==> config.mk <==
export PLATFORM = sky130hd
export DESIGN_NAME = debounced_menu_cursor
export DESIGN_NICKNAME = d
export VERILOG_FILES = /design/src/rtl/dmc_pkg.sv /design/src/rtl/debounced_menu_cursor.sv /design/src/rtl/dmc_button.sv
export SDC_FILE = /design/constraint.sdc
export NUM_CORES = 1
export LEC_CHECK = 0
export ABC_AREA = 1
export BUFFER_PORTS_ARGS = -buffer_cell sky130_fd_sc_hd__buf_2
export CAP_MARGIN = 20
export CORE_UTILIZATION = 57
export CTS_BUF_LIST = sky130_fd_sc_hd__clkbuf_8
export CTS_CLUSTER_DIAMETER = 200
export DETAILED_ROUTE_END_ITERATION = 10
export HOLD_SLACK_MARGIN = 0.08
export PLACE_DENSITY = 0.75
export SLEW_MARGIN = 20
export SYNTH_ARGS = -nofsm -noshare
export SYNTH_HDL_FRONTEND = slang
export SYNTH_SLANG_ARGS = --single-unit
==> constraint.sdc <==
create_clock -name clk_i -period 7.5 [get_ports clk_i]
set_input_delay 1.5 -clock clk_i [delete_from_list [all_inputs] [get_ports clk_i]]
set_output_delay 1.5 -clock clk_i [all_outputs]
set_load 0.02 [all_outputs]
==> src/rtl/dmc_pkg.sv <==
// ----------------------------------------------------------------------------
// dmc_pkg
// Shared widths, register indexes and types for the debounced menu cursor.
// ----------------------------------------------------------------------------
package dmc_pkg;

  localparam int unsigned ButtonCount = 3;
  localparam int unsigned IndexWidth  = 8;
  localparam int unsigned CountWidth  = 8;
  localparam int unsigned RowsWidth   = 5;
  localparam int unsigned CfgIdxWidth = 2;
  localparam int unsigned CfgDataWidth = 8;

  // Button positions in the level and event vectors
  localparam int unsigned BtnUp     = 0;
  localparam int unsigned BtnDown   = 1;
  localparam int unsigned BtnSelect = 2;

  typedef enum logic [CfgIdxWidth-1:0] {
    CFG_MENU_LENGTH    = 2'd0,
    CFG_WINDOW_ROWS    = 2'd1,
    CFG_DEBOUNCE_LIMIT = 2'd2
  } cfg_reg_e;

  typedef struct packed {
    logic pressed;
    logic fired;
  } btn_status_t;

endpackage

==> src/rtl/debounced_menu_cursor.sv <==
// ----------------------------------------------------------------------------
// debounced_menu_cursor
// Debounces the up, down and select buttons and moves a scrolling menu cursor.
// ----------------------------------------------------------------------------
// One button sample beat is accepted every cycle while in_stall_o is low. A
// beat is captured in an input register; the three debounce counters and the
// clear, up, then down cursor update then run in one pass and load the result
// register, which offers the result; the cursor update chain (decrement,
// clamp, window scroll compare) runs in that pass.
// Configuration is a plain write port: index 0 menu length, 1 window rows,
// 2 debounce limit; write only while no beat is in flight.
module debounced_menu_cursor (
  input  logic                               clk_i,
  input  logic                               rst_ni,
  // configuration
  input  logic                               cfg_we_i,
  input  logic [dmc_pkg::CfgIdxWidth-1:0]    cfg_index_i,
  input  logic [dmc_pkg::CfgDataWidth-1:0]   cfg_data_i,
  // input channel
  input  logic                               in_valid_i,
  output logic                               in_stall_o,
  input  logic                               up_level_i,
  input  logic                               down_level_i,
  input  logic                               select_level_i,
  input  logic                               clear_position_i,
  // output channel
  output logic                               out_valid_o,
  input  logic                               out_stall_i,
  output logic [dmc_pkg::IndexWidth-1:0]     selection_o,
  output logic [dmc_pkg::IndexWidth-1:0]     window_offset_o,
  output logic                               up_event_o,
  output logic                               down_event_o,
  output logic                               select_event_o,
  output logic [dmc_pkg::ButtonCount-1:0]    debounced_levels_o
);

  localparam int unsigned IW = dmc_pkg::IndexWidth;

  // Configuration registers
  logic [IW-1:0]                    menu_length_q;
  logic [dmc_pkg::RowsWidth-1:0]    window_rows_q;
  logic [dmc_pkg::CountWidth-1:0]   debounce_limit_q;

  always_ff @(posedge clk_i or negedge rst_ni) begin
    if (!rst_ni) begin
      menu_length_q    <= IW'(4);
      window_rows_q    <= dmc_pkg::RowsWidth'(8);
      debounce_limit_q <= dmc_pkg::CountWidth'(10);
    end else if (cfg_we_i) begin
      unique case (dmc_pkg::cfg_reg_e'(cfg_index_i))
        dmc_pkg::CFG_MENU_LENGTH:    menu_length_q    <= cfg_data_i[IW-1:0];
        dmc_pkg::CFG_WINDOW_ROWS:    window_rows_q    <= cfg_data_i[dmc_pkg::RowsWidth-1:0];
        dmc_pkg::CFG_DEBOUNCE_LIMIT: debounce_limit_q <= cfg_data_i[dmc_pkg::CountWidth-1:0];
        default: ;
      endcase
    end
  end

  // Input register
  logic                             in_valid_q;
  logic [dmc_pkg::ButtonCount-1:0]  level_q;
  logic                             clear_q;
  logic                             out_ready;
  logic                             step;
  logic                             in_accept;

  assign out_ready  = !out_valid_o || !out_stall_i;
  assign step       = in_valid_q && out_ready;
  assign in_stall_o = in_valid_q && !out_ready;
  assign in_accept  = in_valid_i && !in_stall_o;

  always_ff @(posedge clk_i or negedge rst_ni) begin
    if (!rst_ni) begin
      in_valid_q <= 1'b0;
    end else if (in_accept) begin
      in_valid_q <= 1'b1;
    end else if (step) begin
      in_valid_q <= 1'b0;
    end
  end

  always_ff @(posedge clk_i) begin
    if (in_accept) begin
      level_q[dmc_pkg::BtnUp]     <= up_level_i;
      level_q[dmc_pkg::BtnDown]   <= down_level_i;
      level_q[dmc_pkg::BtnSelect] <= select_level_i;
      clear_q                     <= clear_position_i;
    end
  end

  // Debounce counters
  dmc_pkg::btn_status_t btn_status [dmc_pkg::ButtonCount];

  for (genvar b = 0; b < dmc_pkg::ButtonCount; b++) begin : g_btn
    dmc_button u_button (
      .clk_i    (clk_i),
      .rst_ni   (rst_ni),
      .step_i   (step),
      .level_i  (level_q[b]),
      .limit_i  (debounce_limit_q),
      .status_o (btn_status[b])
    );
  end

  // Cursor update: clear, then up, then down
  logic [IW-1:0] cursor_q, first_q;
  logic [IW-1:0] cur_clr, first_clr, cur_up, first_up, cur_dn, first_dn;
  logic [IW-1:0] last_idx;
  logic [IW:0]   rows_ext, next_ext, cur_inc;
  logic [IW-1:0] span;
  logic          fire_up, fire_dn;

  assign fire_up = btn_status[dmc_pkg::BtnUp].fired;
  assign fire_dn = btn_status[dmc_pkg::BtnDown].fired;

  always_comb begin
    cur_clr   = clear_q ? '0 : cursor_q;
    first_clr = clear_q ? '0 : first_q;

    cur_up   = cur_clr;
    first_up = first_clr;
    if (fire_up) begin
      if (cur_clr != '0) begin
        cur_up = cur_clr - {{(IW-1){1'b0}}, 1'b1};
      end
      if (first_clr > cur_up) begin
        first_up = cur_up;
      end
    end

    // zero length acts as one entry, zero rows as one row
    last_idx = (menu_length_q == '0) ? '0 : menu_length_q - {{(IW-1){1'b0}}, 1'b1};
    rows_ext = (window_rows_q == '0) ? (IW+1)'(1) : (IW+1)'(window_rows_q);
    next_ext = {1'b0, cur_up} + {{IW{1'b0}}, 1'b1};

    cur_dn   = cur_up;
    first_dn = first_up;
    cur_inc  = '0;
    span     = cur_up - first_up;
    if (fire_dn) begin
      cur_dn  = (next_ext > {1'b0, last_idx}) ? last_idx : next_ext[IW-1:0];
      span    = cur_dn - first_up;
      cur_inc = {1'b0, cur_dn} + {{IW{1'b0}}, 1'b1};
      // scroll only when the cursor sits below the window
      if (cur_dn >= first_up && {1'b0, span} >= rows_ext) begin
        first_dn = (cur_inc >= rows_ext) ? IW'(cur_inc - rows_ext) : '0;
      end
    end
  end

  always_ff @(posedge clk_i or negedge rst_ni) begin
    if (!rst_ni) begin
      cursor_q <= '0;
      first_q  <= '0;
    end else if (step) begin
      cursor_q <= cur_dn;
      first_q  <= first_dn;
    end
  end

  // Result register
  always_ff @(posedge clk_i or negedge rst_ni) begin
    if (!rst_ni) begin
      out_valid_o <= 1'b0;
    end else if (out_ready) begin
      out_valid_o <= step;
    end
  end

  always_ff @(posedge clk_i) begin
    if (step) begin
      selection_o     <= cur_dn;
      window_offset_o <= first_dn;
      up_event_o      <= fire_up;
      down_event_o    <= fire_dn;
      select_event_o  <= btn_status[dmc_pkg::BtnSelect].fired;
      for (int b = 0; b < dmc_pkg::ButtonCount; b++) begin
        debounced_levels_o[b] <= btn_status[b].pressed;
      end
    end
  end

  // Assertions
  a_stall_only_when_blocked : assert property (@(posedge clk_i) disable iff (!rst_ni)
    in_stall_o |-> (out_valid_o && out_stall_i))
    else $error("input stalled while result register free");

  a_step_gives_result : assert property (@(posedge clk_i) disable iff (!rst_ni)
    step |=> out_valid_o)
    else $error("processed beat produced no result");

  a_release_clears_level : assert property (@(posedge clk_i) disable iff (!rst_ni)
    (out_valid_o && (up_event_o || down_event_o || select_event_o)) |->
      ((!up_event_o || !debounced_levels_o[dmc_pkg::BtnUp]) &&
       (!down_event_o || !debounced_levels_o[dmc_pkg::BtnDown]) &&
       (!select_event_o || !debounced_levels_o[dmc_pkg::BtnSelect])))
    else $error("release event with button still pressed");

endmodule

==> src/rtl/dmc_button.sv <==
// ----------------------------------------------------------------------------
// dmc_button
// Integrating debounce counter for one active-low button line.
// ----------------------------------------------------------------------------
module dmc_button (
  input  logic                             clk_i,
  input  logic                             rst_ni,
  input  logic                             step_i,
  input  logic                             level_i,
  input  logic [dmc_pkg::CountWidth-1:0]   limit_i,
  output dmc_pkg::btn_status_t             status_o
);

  logic [dmc_pkg::CountWidth-1:0] count_q, count_d;
  logic                           pressed_q, pressed_d;

  always_comb begin
    count_d   = count_q;
    pressed_d = pressed_q;
    if (!level_i) begin
      // line held low: integrate up, saturate at the limit
      if (count_q < limit_i) begin
        count_d = count_q + {{(dmc_pkg::CountWidth-1){1'b0}}, 1'b1};
        if (count_d == limit_i) begin
          pressed_d = 1'b1;
        end
      end
    end else if (count_q != '0) begin
      count_d = count_q - {{(dmc_pkg::CountWidth-1){1'b0}}, 1'b1};
      if (count_d == '0) begin
        pressed_d = 1'b0;
      end
    end
  end

  assign status_o.pressed = pressed_d;
  assign status_o.fired   = pressed_q & ~pressed_d;

  always_ff @(posedge clk_i or negedge rst_ni) begin
    if (!rst_ni) begin
      count_q   <= '0;
      pressed_q <= 1'b0;
    end else if (step_i) begin
      count_q   <= count_d;
      pressed_q <= pressed_d;
    end
  end

endmodule

# [Word level (Yosys, flattened, before mapping)]
# Index checks and enable logic that the tools add are counted.
[totals] in_bits=19 output_inout_bits=24 elab_cells=124 ff_bits=92
[op_classes] n_lt_le_gt_ge=8 n_mux=40 n_eq_ne=8 n_reduce_logical=29 n_bitwise=6 add_sub_neg=12
[ops] cell="$mux 8" count=22
[ops] cell="$sub 8x1->8 const B" count=5
[ops] cell="$logic_not 8->1" count=4
[ops] cell="$reduce_bool 8->1" count=4
[ops] cell="$add 8x1->8 const B" count=3
[ops] cell="$eq 8x8->1" count=3
[ops] cell="$lt 8x8->1" count=3
[ops] cell="$add 8x1->9 const B" count=2
[ops] cell="$mux 1" count=17
[ops] cell="$ge 9x5->1" count=1
[ops] cell="$gt 9x8->1" count=1
[ops] cell="$reduce_and 3->1" count=3
[ops] cell="$ge 8x5->1" count=1
[ops] cell="$ge 8x8->1" count=1
[ops] cell="$gt 8x8->1" count=1
[ops] cell="$reduce_bool 2->1" count=4
[ops] cell="$sub 8x5->8" count=1
[ops] cell="$sub 8x8->8" count=1
[ops] cell="$ne 2x1->1 const B" count=3
[ops] cell="$reduce_and 2->1" count=3
[ops] cell="$logic_not 5->1" count=1
[ops] cell="$mux 5" count=1
[ops] cell="$logic_and 1x1->1" count=4
[ops] cell="$logic_not 1->1" count=4
[ops] cell="6 further kinds" count=10

# [Logic depth before layout (Yosys ltp)]
# Gate-level depths: netlist of run 1.
[logic_depth] ltp_word=17 mapped_depth=48 ltp_nobuf=47

# [By module]
# From an unflattened synthesis of run 1, not the netlist that was laid out.
[unflattened] cells_unflattened=1290 area_unflattened_um2=8638.3
[by_module_without_submodules] mod="debounced_menu_cursor" seq_area_each_um2=1761.7 cells_each=723 area_per_inst_um2=5177.5 instances=1
[by_module_without_submodules] mod="dmc_button" seq_area_each_um2=225.2 cells_each=189 area_per_inst_um2=1153.6 instances=3

# [Worst setup path before layout of run 1]
# OpenSTA, ideal clock, no wires.
[synth_path] kind="reg-to-reg" from="register g_btn[0].u_button.count_q[0] (netlist name)" to="register window_offset_o[0] (netlist name) (data pin)" slack_ns=0.967 required_time_ns=7.245 n_path_buf=1 stages_incl_launch_ff=42 arrival_ns=6.279 period_less_slack_ns=6.533 setup_time_ns=0.255 path_cell_list="dfrtp_1 -> inv_1 -> ha_1 -> inv_1 -> nand2_1 -> nand2_1 -> nor2_1 -> nand3_1 -> nor2_1 -> nand4_4 -> nand2_1 -> nand2_1 -> inv_1 -> ha_1 -> nand3_2 -> nor2_4 -> nand2_1 -> and2_1 -> [... 6 more ...] -> inv_1 -> ha_1 -> xor2_1 -> inv_1 -> ha_1 -> a21oi_1 -> inv_1 -> a31oi_1 -> nor2_1 -> nor2_1 -> nor2_1 -> nor2_1 -> nand2_1 -> nor2_2 -> nand3_4 -> nand2_1 -> nand3_1 -> and2_1"
[synth_between] elab_chain_len=16 elab_cells_between_ends=28 cone_classes="add/sub: 6; order compare: 5; eq/ne: 1; mux: 11; bitwise: 2; reduce/logical: 3"
[synth_lines] element="start, declared" line_no="dmc_button.sv:14" text="logic [dmc_pkg::CountWidth-1:0] count_q, count_d;"
[synth_lines] element="start signal, assigned" line_no="dmc_button.sv:44" text="count_q <= count_d;"
[synth_lines] element="$add 8x1->8 or $sub 8x1->8 (tied branches)" line_no="dmc_button.sv:23, dmc_button.sv:29"
[synth_lines] element="$eq 8x8->1 or $logic_not 8->1 (tied branches)" line_no="dmc_button.sv:24, dmc_button.sv:30"
[synth_lines] element="$mux 1 (on tied branches)" line_no="dmc_button.sv:24, dmc_button.sv:30"
[synth_lines] element="$mux 1 (on tied branches)" line_no="dmc_button.sv:22, dmc_button.sv:28"
[synth_lines] element="$mux 1 *" line_no="dmc_button.sv:20" text="if (!level_i) begin"
[synth_lines] element="$not 1->1 *" line_no="dmc_button.sv:37" text="assign status_o.fired = pressed_q & ~pressed_d;"
[synth_lines] element="$and 1x1->1 *" line_no="dmc_button.sv:37"
[synth_lines] element="$mux 8" line_no="debounced_menu_cursor.sv:122" text="if (fire_up) begin"
[synth_lines] element="$add 8x1->9" line_no="debounced_menu_cursor.sv:134" text="next_ext = {1'b0, cur_up} + {{IW{1'b0}}, 1'b1};"
[synth_lines] element="$gt 9x8->1" line_no="debounced_menu_cursor.sv:141" text="cur_dn = (next_ext > {1'b0, last_idx}) ? last_idx : next_ext[IW-1:0];"
[synth_lines] element="$mux 8" line_no="debounced_menu_cursor.sv:141"
[synth_lines] element="$add 8x1->9 or $sub 8x8->8 (tied branches)" line_no="debounced_menu_cursor.sv:143, debounced_menu_cursor.sv:142"
[synth_lines] element="$sub 8x5->8 (tied with other cells)" line_no="debounced_menu_cursor.sv:146" text="first_dn = (cur_inc >= rows_ext) ? IW'(cur_inc - rows_ext) : '0;"
[synth_lines] element="$mux 8 or $logic_and 1x1->1 (tied branches)" line_no="debounced_menu_cursor.sv:146, debounced_menu_cursor.sv:145"
[synth_lines] element="$mux 8" line_no="debounced_menu_cursor.sv:145" text="if (cur_dn >= first_up && {1'b0, span} >= rows_ext) begin"
[synth_lines] element="$mux 8 *" line_no="debounced_menu_cursor.sv:140" text="if (fire_dn) begin"
[synth_lines] element="named net first_dn[0]" line_no="debounced_menu_cursor.sv:107" text="logic [IW-1:0] cur_clr, first_clr, cur_up, first_up, cur_dn, first_dn;"
[synth_lines] element="end signal, assigned" line_no="debounced_menu_cursor.sv:173" text="window_offset_o <= first_dn;"
[synth_lines] element="end, declared" line_no="debounced_menu_cursor.sv:30" text="output logic [dmc_pkg::IndexWidth-1:0] window_offset_o,"
# The timed path passes the listed nets; every way through them passes the cells marked *.
# A chain may end at the register's enable or synchronous reset.

# [Worst setup path in the final report of run 1]
[layout_path] from="register clear_q" to="register window_offset_o[1] (netlist name) (data pin)"
[layout_between] elab_chain_len=13 elab_cells_between_ends=23 cone_classes="add/sub: 5; order compare: 5; mux: 11; reduce/logical: 2"
[layout_lines] element="start, declared" line_no="debounced_menu_cursor.sv:62" text="logic clear_q;"
[layout_lines] element="start signal, assigned" line_no="debounced_menu_cursor.sv:87" text="clear_q <= clear_position_i;"
[layout_lines] element="$mux 8" line_no="debounced_menu_cursor.sv:117" text="cur_clr = clear_q ? '0 : cursor_q;"
[layout_lines] element="$sub 8x1->8 or $reduce_bool 8->1 (tied branches)" line_no="debounced_menu_cursor.sv:124, debounced_menu_cursor.sv:123"
[layout_lines] element="$mux 8" line_no="debounced_menu_cursor.sv:123" text="if (cur_clr != '0) begin"
[layout_lines] element="$mux 8 (2 in a row)" line_no="debounced_menu_cursor.sv:122"
[layout_lines] element="$add 8x1->9" line_no="debounced_menu_cursor.sv:134"
[layout_lines] element="$gt 9x8->1" line_no="debounced_menu_cursor.sv:141"
[layout_lines] element="$mux 8" line_no="debounced_menu_cursor.sv:141"
[layout_lines] element="$add 8x1->9 or $sub 8x8->8 (tied branches)" line_no="debounced_menu_cursor.sv:143, debounced_menu_cursor.sv:142"
[layout_lines] element="$sub 8x5->8 (tied with other cells)" line_no="debounced_menu_cursor.sv:146"
[layout_lines] element="$mux 8 or $logic_and 1x1->1 (tied branches)" line_no="debounced_menu_cursor.sv:146, debounced_menu_cursor.sv:145"
[layout_lines] element="$mux 8" line_no="debounced_menu_cursor.sv:145"
[layout_lines] element="$mux 8 *" line_no="debounced_menu_cursor.sv:140"
[layout_lines] element="named net first_dn[1]" line_no="debounced_menu_cursor.sv:107"
# The timed path passes the listed nets; every way through them passes the cells marked *. The select of a mux whose other input is x is not followed.

==> out/qor.csv, run 1 <==
metric,value,unit
multi_input_area,0.00502,sq mm
worst_reg2reg_endpoint,window_offset_o[1]$_DFFE_PP_,
synth_top_cells_by_area,"dfrtp_1, nand2_1, ha_1",
drc_errors,0,
critPathMostFrequentCell,nand2_1,
pre_antenna_drt_iters,5,
pwr-share-comb,0.513,
detail-route-antenna-nets,0,
core_area,0.0140,sq mm
synth.top_cell.area_share,0.189,
timing.reg2reg.worst_path_depth,39,
synth_area_leader_cell,dfrtp_1,
sw_frac_of_total,0.468,
die_height,122,um
min_period_over_period,0.919,
postSynthRegisterBits,92,
postSynth.topFlopCell,dfrtp_1,
gate_count_after_technology_mapping,1114,
status,"finished, final reports clean",
hold_path.class,flop to flop,
post_drt_wl_per_cell,15.0,um
gpl.final_weighted_congestion,0.980,
hold_start,first_q[2]$_DFFE_PN0P_,
dr.first_iter.drc_count,640,
power-per-cell-area,279,mW/mm^2
cts_tree,built,
critical-path-slowest-cell,edfxtp_1,
routed_wl,20000,um
grt_start_max_net_pins,67,
syn-cell-area,0.00821,sq mm
number_of_antenna_violations_at_the_first_check_in_global_routing,0,
max_slew_margin,0.327,
post_synthesis_sequential_area_ratio,0.297,
synth.lib_cells_used.distinct,60,
core.rowCount,43,
cpPeakStageDelay,0.59,ns
fill_cells,1288,
worst-endpoint-arrival,7.05,ns
register_to_register_setup_slack,0.61,ns
timing_max_transition_violations_final,0,
endpoint_kind,flop,
critical_path_buf_inv_count,4,
final-setup-viol-count,0,
vias_in_the_first_global_route,6633,
cts_root_buffer,clkbuf_8,
insertedDiodeCount,0,
path_delay_family,simple AND/OR/NAND/NOR gates,
synth-edff-count,26,
fraction_of_registers_with_async_set_reset,0.717,
synthToLayoutAreaGrowth,7.25,%
ff_latch_area,0.00244,sq mm
grt_pass1_wl,32700,um
critical_path_peak_fanout,8,
fmax,145,MHz
critical_path_class,flop to flop,
finalSetupTns,0,ns
timing.hold.worst_endpoint,first_q[2]$_DFFE_PN0P_,
placement.io_buffers,42,
dieWidth,122,um
cts_num_sinks,92,
net-switching-power,1.15,mW
fin_clk_skew,0.0148,ns
grt.total_usage,0.281,
worst_voltage_drop_across_the_vdd_grid,168,uV
slew_at_the_pin_closest_to_its_max_slew_limit,1.01,ns
synth.net_count,1211,
cell_internal_pwr,1.30,mW
regToRegStartpoint,clear_q$_DFFE_PP_,
clock_insertion_delay_worst_skew,0.39,ns
initial_cell_density_of_the_core,0.587,
design.die.area,0.0149,sq mm
clock_path_buffers,2,
num-nets-final,1248,
boundaryPins,43,
placed_cells_incl_taps,1317,
yosysWarnings,0,
setup.worst_path.start_class,flop,
leakage,4.60,nW
final_hpwl_from_detailed_placement,15300,um
report.final.hold_viol_count,0,
share_of_final_layout_standard_cells_stronger_than_drive_strength_1,0.119,
hold-path-cell-count,2,
global_route.overflow_total,0,
grt_setup_unrepaired,false,
pwr-share-clk,0.168,
sequentialPowerShare,0.319,
max-cap-violations,0,
period_minus_slack,6.89,ns
routed_via_density,5.57,
critical_path_required,7.65,ns
clkTransAtPathRegs,0.10,ns
total_number_of_h_tree_levels,3,
dr_total_vias,7439,
synth.avg_cell_area,7.37,sq um
numCtsBuffers,9,
final_cell_count_no_fill,1336,
hold_bufs_inserted_after_cts,0,
-- layer usage --
layer  share of wire  global-route usage  vias to the layer above
li1                -                   -                     3715
met1            0.49               0.417                     3431
met2            0.43               0.424                      262
met3           0.059              0.0272                       31
met4           0.019              0.0957                        0
met5               0                   0                        -
-- area by class of cell --
type,instances,share of cell area
Multi-Input combinational cell,832,0.570
Inverter,170,0.0732
Tap cell,180,0.0256
Sequential cell,92,0.277
Timing Repair Buffer,46,0.0273
Clock buffer,9,0.0141
Clock inverter,7,0.0131
-- how the worst max path moves through the flow --
stage	startpoint	to	slack, ns	depth (start not counted)
2_1_floorplan	g_btn[0].u_button.count_q[0]$_DFFE_PN0P_	window_offset_o[0]$_DFFE_PP_	0.97	41
3_5_place_dp	g_btn[0].u_button.count_q[0]$_DFFE_PN0P_	window_offset_o[1]$_DFFE_PP_	0.05	41
3_3_place_gp	g_btn[0].u_button.count_q[0]$_DFFE_PN0P_	window_offset_o[1]$_DFFE_PP_	0.35	38
4_1_cts	g_btn[0].u_button.count_q[0]$_DFFE_PN0P_	window_offset_o[1]$_DFFE_PP_	0.06	41
5_1_grt	clear_q$_DFFE_PP_	window_offset_o[1]$_DFFE_PP_	0.04	41
6_report	clear_q$_DFFE_PP_	window_offset_o[1]$_DFFE_PP_	0.61	39
-- power groups by stage --
stage | registers, mW | clock network [mW] | logic [mW]
after floorplan | 0.736 | 0 | 0.999
after global placement | 0.786 | 0 | 1.20
after detailed placement | 0.787 | 0 | 1.23
after CTS | 0.778 | 0.414 | 1.23
after global routing | 0.799 | 0.436 | 1.43
final | 0.783 | 0.411 | 1.26
-- sequential cells by signal, indices dropped and copies added, names as in the netlist, 3 cells and up --
signal,flops
g_btn.u_button.count_q,24
cursor_q,8
g_btn.u_button.pressed_q,3
level_q,3
first_q,8
debounce_limit_q,8
window_rows_q,5
debounced_levels_o,3
selection_o,8
menu_length_q,8
window_offset_o,8
-- cell usage after synthesis, types with 2 or more instances --
| cell | instances |
|---|---|
| nor3b_1 | 2 |
| edfxtp_1 | 26 |
| nand3_1 | 87 |
| ha_1 | 76 |
| a21o_1 | 2 |
| o21a_1 | 8 |
| xnor2_1 | 6 |
| nand2_2 | 17 |
| nor2_1 | 85 |
| nand2_8 | 2 |
| xor2_1 | 48 |
| a21oi_1 | 30 |
| inv_2 | 7 |
| nor3_1 | 9 |
| or2_2 | 2 |
| nand3_4 | 3 |
| nor2_2 | 8 |
| o22ai_1 | 5 |
| inv_4 | 2 |
| a31oi_1 | 2 |
| clkbuf_1 | 11 |
| buf_8 | 3 |
| nand3b_1 | 6 |
| nor3_2 | 2 |
| a21boi_0 | 3 |
| a211oi_1 | 2 |
| o21ai_1 | 2 |
| nand3_2 | 4 |
| nand2_4 | 7 |
| buf_2 | 2 |
| nand2_1 | 265 |
| nor4_1 | 6 |
| dfstp_2 | 4 |
| nor2_4 | 3 |
| a32o_1 | 2 |
| fa_1 | 2 |
| o21ai_2 | 2 |
| o211ai_1 | 12 |
| inv_1 | 159 |
| and2_1 | 8 |
| buf_6 | 3 |
| o21ai_0 | 75 |
| o21ai_4 | 2 |
| dfrtp_1 | 62 |
| nand4_1 | 25 |
-- tightest hold or removal path, delay by kind of cell, from the launching register on --
family / cells / cell delay, ns
simple gates: 2 / 0.11
flops: 1 / 0.36
-- metrics by stage --
stage / utilization / setup WS [ns] / power (mW) / hold slack, ns / instance area, sq um
6_report: 0.629 / 0.607 / 2.45 / 0.491 / 8800
3_5_place_dp: 0.608 / 0.0468 / 2.01 / 0.470 / 8510
2_1_floorplan: - / 0.967 / 1.74 / 0.449 / 8210
5_1_grt: 0.629 / 0.0394 / 2.66 / 0.513 / 8800
4_1_cts: 0.626 / 0.0604 / 2.43 / 0.495 / 8750
3_3_place_gp: 0.608 / 0.348 / 1.99 / 0.465 / 8510
-- what timing repair did --
action / in CTS / in global routing
resized for setup: 0 / 9
endpoints found under the setup margin: 0 / 16
setup buffers: 0 / 2
-- cell usage in the layout, fill, tap and decap left out, drive strengths merged, types with 3 or more instances in the layout --
| master | count |
|---|---|
| dfrtp | 62 |
| clkinv | 3 |
| nand2 | 292 |
| bufinv | 3 |
| buf | 46 |
| and2 | 8 |
| nor2 | 97 |
| o211ai | 12 |
| ha | 76 |
| o21ai | 81 |
| nor4 | 6 |
| a21boi | 3 |
| a21oi | 31 |
| edfxtp | 26 |
| nor3 | 11 |
| clkbuf | 9 |
| o21a | 8 |
| dfstp | 4 |
| nand4 | 26 |
| nand3 | 94 |
| xnor2 | 6 |
| nand3b | 6 |
| inv | 170 |
| o22ai | 5 |
| xor2 | 48 |
-- kinds of logic (layout without fill, tap and decap cells) --
logic type | Yosys count | after routing | synth area share
AND/OR/NAND/NOR | 544 | 545 | 0.314
AO/OA/AOI/OAI | 155 | 155 | 0.114
flip-flops | 92 | 92 | 0.297
buffers and inverters | 191 | 232 | 0.0965
XOR/XNOR | 54 | 54 | 0.0576
adder cells (fa/ha/maj) | 78 | 78 | 0.121
No activity file was read; power rests on OpenSTA's default activity.
==> run 2: changes to the inputs <==
PLACE_DENSITY = 0.78   (was 0.75)
clock period = 5.6 ns   (was 7.5 ns; I/O delays follow)
==> run 2 against run 1 <==
Effect of this change: final cell count rose by 9.6%; global-route usage is 3.0 points higher; clock skew increased by 0.0040 ns; sequential cell count did not move; non-clock buffer count increased by 129; combinational power up 71%; clock power rose by 14%; worst hold slack got worse by 0.0042 ns; the run now ends with setup timing left; sequential power rose by 30%; critical path depth rose by 1; total power is 49% higher; maximum frequency rose by 17%.
==> out/qor.csv, run 2 (synthesized netlist as in run 1, its figures left out) <==
metric,value,unit
placement.io_buffers,42,
report.final.hold_viol_count,0,
clock_insertion_delay_worst_skew,0.39,ns
timing_max_transition_violations_final,0,
drc_errors,0,
global_route.overflow_total,0,
routed_via_density,5.52,
numCtsBuffers,9,
reg_with_most_ffs,g_btn.u_button.count_q,
mostFrequentLayoutCell,nand2_1,
critical-path-slowest-cell,dfrtp_2,
largest_register_ff_count,24,
core.rowCount,43,
core_area,0.0140,sq mm
worst_voltage_drop_across_the_vdd_grid,242,uV
grt.total_usage,0.311,
dr_total_vias,8080,
synthToLayoutAreaGrowth,24.5,%
critical_path_class,flop to flop,
detail-route-antenna-nets,0,
num-nets-final,1376,
endpoint_kind,flop,
slew_at_the_pin_closest_to_its_max_slew_limit,0.888,ns
highest_layer,met4,
critical_path_required,5.76,ns
max_slew_margin,0.408,
power-per-cell-area,357,mW/mm^2
cts_tree,built,
multi_input_area,0.00546,sq mm
grt_pass1_wl,36100,um
number_of_antenna_violations_at_the_first_check_in_global_routing,0,
finalSetupTns,-3.91,ns
fill_cells,1102,
detail_route.wirelength.met1,10200,um
pre_antenna_drt_iters,6,
die_height,122,um
period_minus_slack,5.91,ns
clkTransAtPathRegs,0.10,ns
min_period_over_period,1.06,
hold_path.class,flop to flop,
cts_num_sinks,92,
total_number_of_h_tree_levels,3,
pwr-share-clk,0.128,
grt_setup_unrepaired,true,
worst-endpoint-arrival,6.07,ns
dr.first_iter.drc_count,675,
detail_route_met3_wl,1290,um
initial_cell_density_of_the_core,0.587,
fin_util,0.731,
violations_in_the_final_reports,setup timing,
net-switching-power,1.72,mW
leakage,5.25,nW
dieWidth,122,um
design.die.area,0.0149,sq mm
critical_path_buf_inv_count,5,
vias_in_the_first_global_route,7628,
share_of_final_layout_standard_cells_stronger_than_drive_strength_1,0.270,
layout.cells.most_common_list,"nand2_1, inv_1, buf_4",
status,"finished, violations left",
cpPeakStageDelay,0.45,ns
sw_frac_of_total,0.473,
gpl.final_weighted_congestion,0.962,
final_worst_setup_slack,-0.313,ns
max-cap-violations,0,
sequentialPowerShare,0.279,
fmax,169,MHz
critPathMostFrequentCell,nand2_1,
final-setup-viol-count,16,
post_drt_wl_per_cell,15.4,um
path_delay_family,simple AND/OR/NAND/NOR gates,
ff_latch_area,0.00244,sq mm
hold_bufs_inserted_after_cts,0,
clock_path_buffers,2,
boundaryPins,43,
final_hpwl_from_detailed_placement,16300,um
fin_clk_skew,0.0188,ns
met2WireLength,10300,um
critical_path_peak_fanout,7,
grt_start_max_net_pins,67,
cts_root_buffer,clkbuf_8,
insertedDiodeCount,0,
cell_internal_pwr,1.92,mW
setup.worst_path.start_class,flop,
routed_wl,22500,um
pwr-share-comb,0.592,
-- run 2: metrics by stage --
step | hold WS, ns | setup slack [ns] | instances | area (sq um) | total power [mW]
after floorplan | 0.449 | -0.287 | 1114 | 8320 | 2.36
after global placement | 0.463 | -0.117 | 1414 | 9360 | 2.85
after detailed placement | 0.469 | -0.306 | 1414 | 9360 | 2.90
after CTS | 0.494 | -0.172 | 1454 | 9870 | 3.52
after global routing | 0.508 | -0.693 | 1464 | 10200 | 3.95
final | 0.486 | -0.313 | 1464 | 10200 | 3.65
-- run 2: per-layer routing --
layer	track usage	vias to the layer above
li1	-	3984
met1	0.425	3789
met2	0.498	256
met3	0.0412	51
met4	0.120	0
met5	0	-
-- run 2: timing repair --
| action | 4_1_cts | 5_1_grt |
|---|---|---|
| pin swaps | 26 | 42 |
| gates resized for setup | 42 | 61 |
| gates cloned | 0 | 0 |
| endpoints found under the setup margin | 16 | 16 |
| buffers inserted | 24 | 11 |
-- run 2: power by group through the flow --
| stage | clock, mW | sequential, mW | combinational [mW] |
|---|---|---|---|
| 2_1_floorplan | 0 | 0.988 | 1.37 |
| 3_3_place_gp | 0 | 1.02 | 1.83 |
| 3_5_place_dp | 0 | 1.02 | 1.87 |
| 4_1_cts | 0.476 | 1.01 | 2.03 |
| 5_1_grt | 0.500 | 1.04 | 2.41 |
| 6_report | 0.468 | 1.02 | 2.16 |
-- run 2: worst paths after layout --
check	startpoint	endpoint	slack (ns)	depth (start not counted)
max in group asynchronous	rst_ni	g_btn[0].u_button.count_q[1]$_DFFE_PN0P_	4.06	2
min reg2reg	first_q[7]$_DFFE_PN0P_	first_q[7]$_DFFE_PN0P_	0.49	2
max reg2reg	g_btn[0].u_button.count_q[2]$_DFFE_PN0P_	window_offset_o[0]$_DFFE_PP_	-0.31	40
min	first_q[7]$_DFFE_PN0P_	first_q[7]$_DFFE_PN0P_	0.49	2
min in group asynchronous	rst_ni	g_btn[2].u_button.count_q[3]$_DFFE_PN0P_	0.93	2
max	g_btn[0].u_button.count_q[2]$_DFFE_PN0P_	window_offset_o[0]$_DFFE_PP_	-0.31	40
-- run 2: worst register-to-register path: cells and delay by family (launching register included) --
kind,cells,cell delay [ns]
adder cells (fa/ha/maj),4,0.85
AO/OA/AOI/OAI,10,1.50
flip-flops,1,0.45
XOR/XNOR,1,0.17
AND/OR/NAND/NOR,20,2.17
buffers and inverters,5,0.55
-- run 2: area by class of cell --
type,instances,area share
Sequential cell,92,0.239
Clock buffer,9,0.0121
Timing Repair Buffer,175,0.122
Tap cell,180,0.0220
Inverter,170,0.0637
Clock inverter,7,0.00673
Multi-Input combinational cell,831,0.534
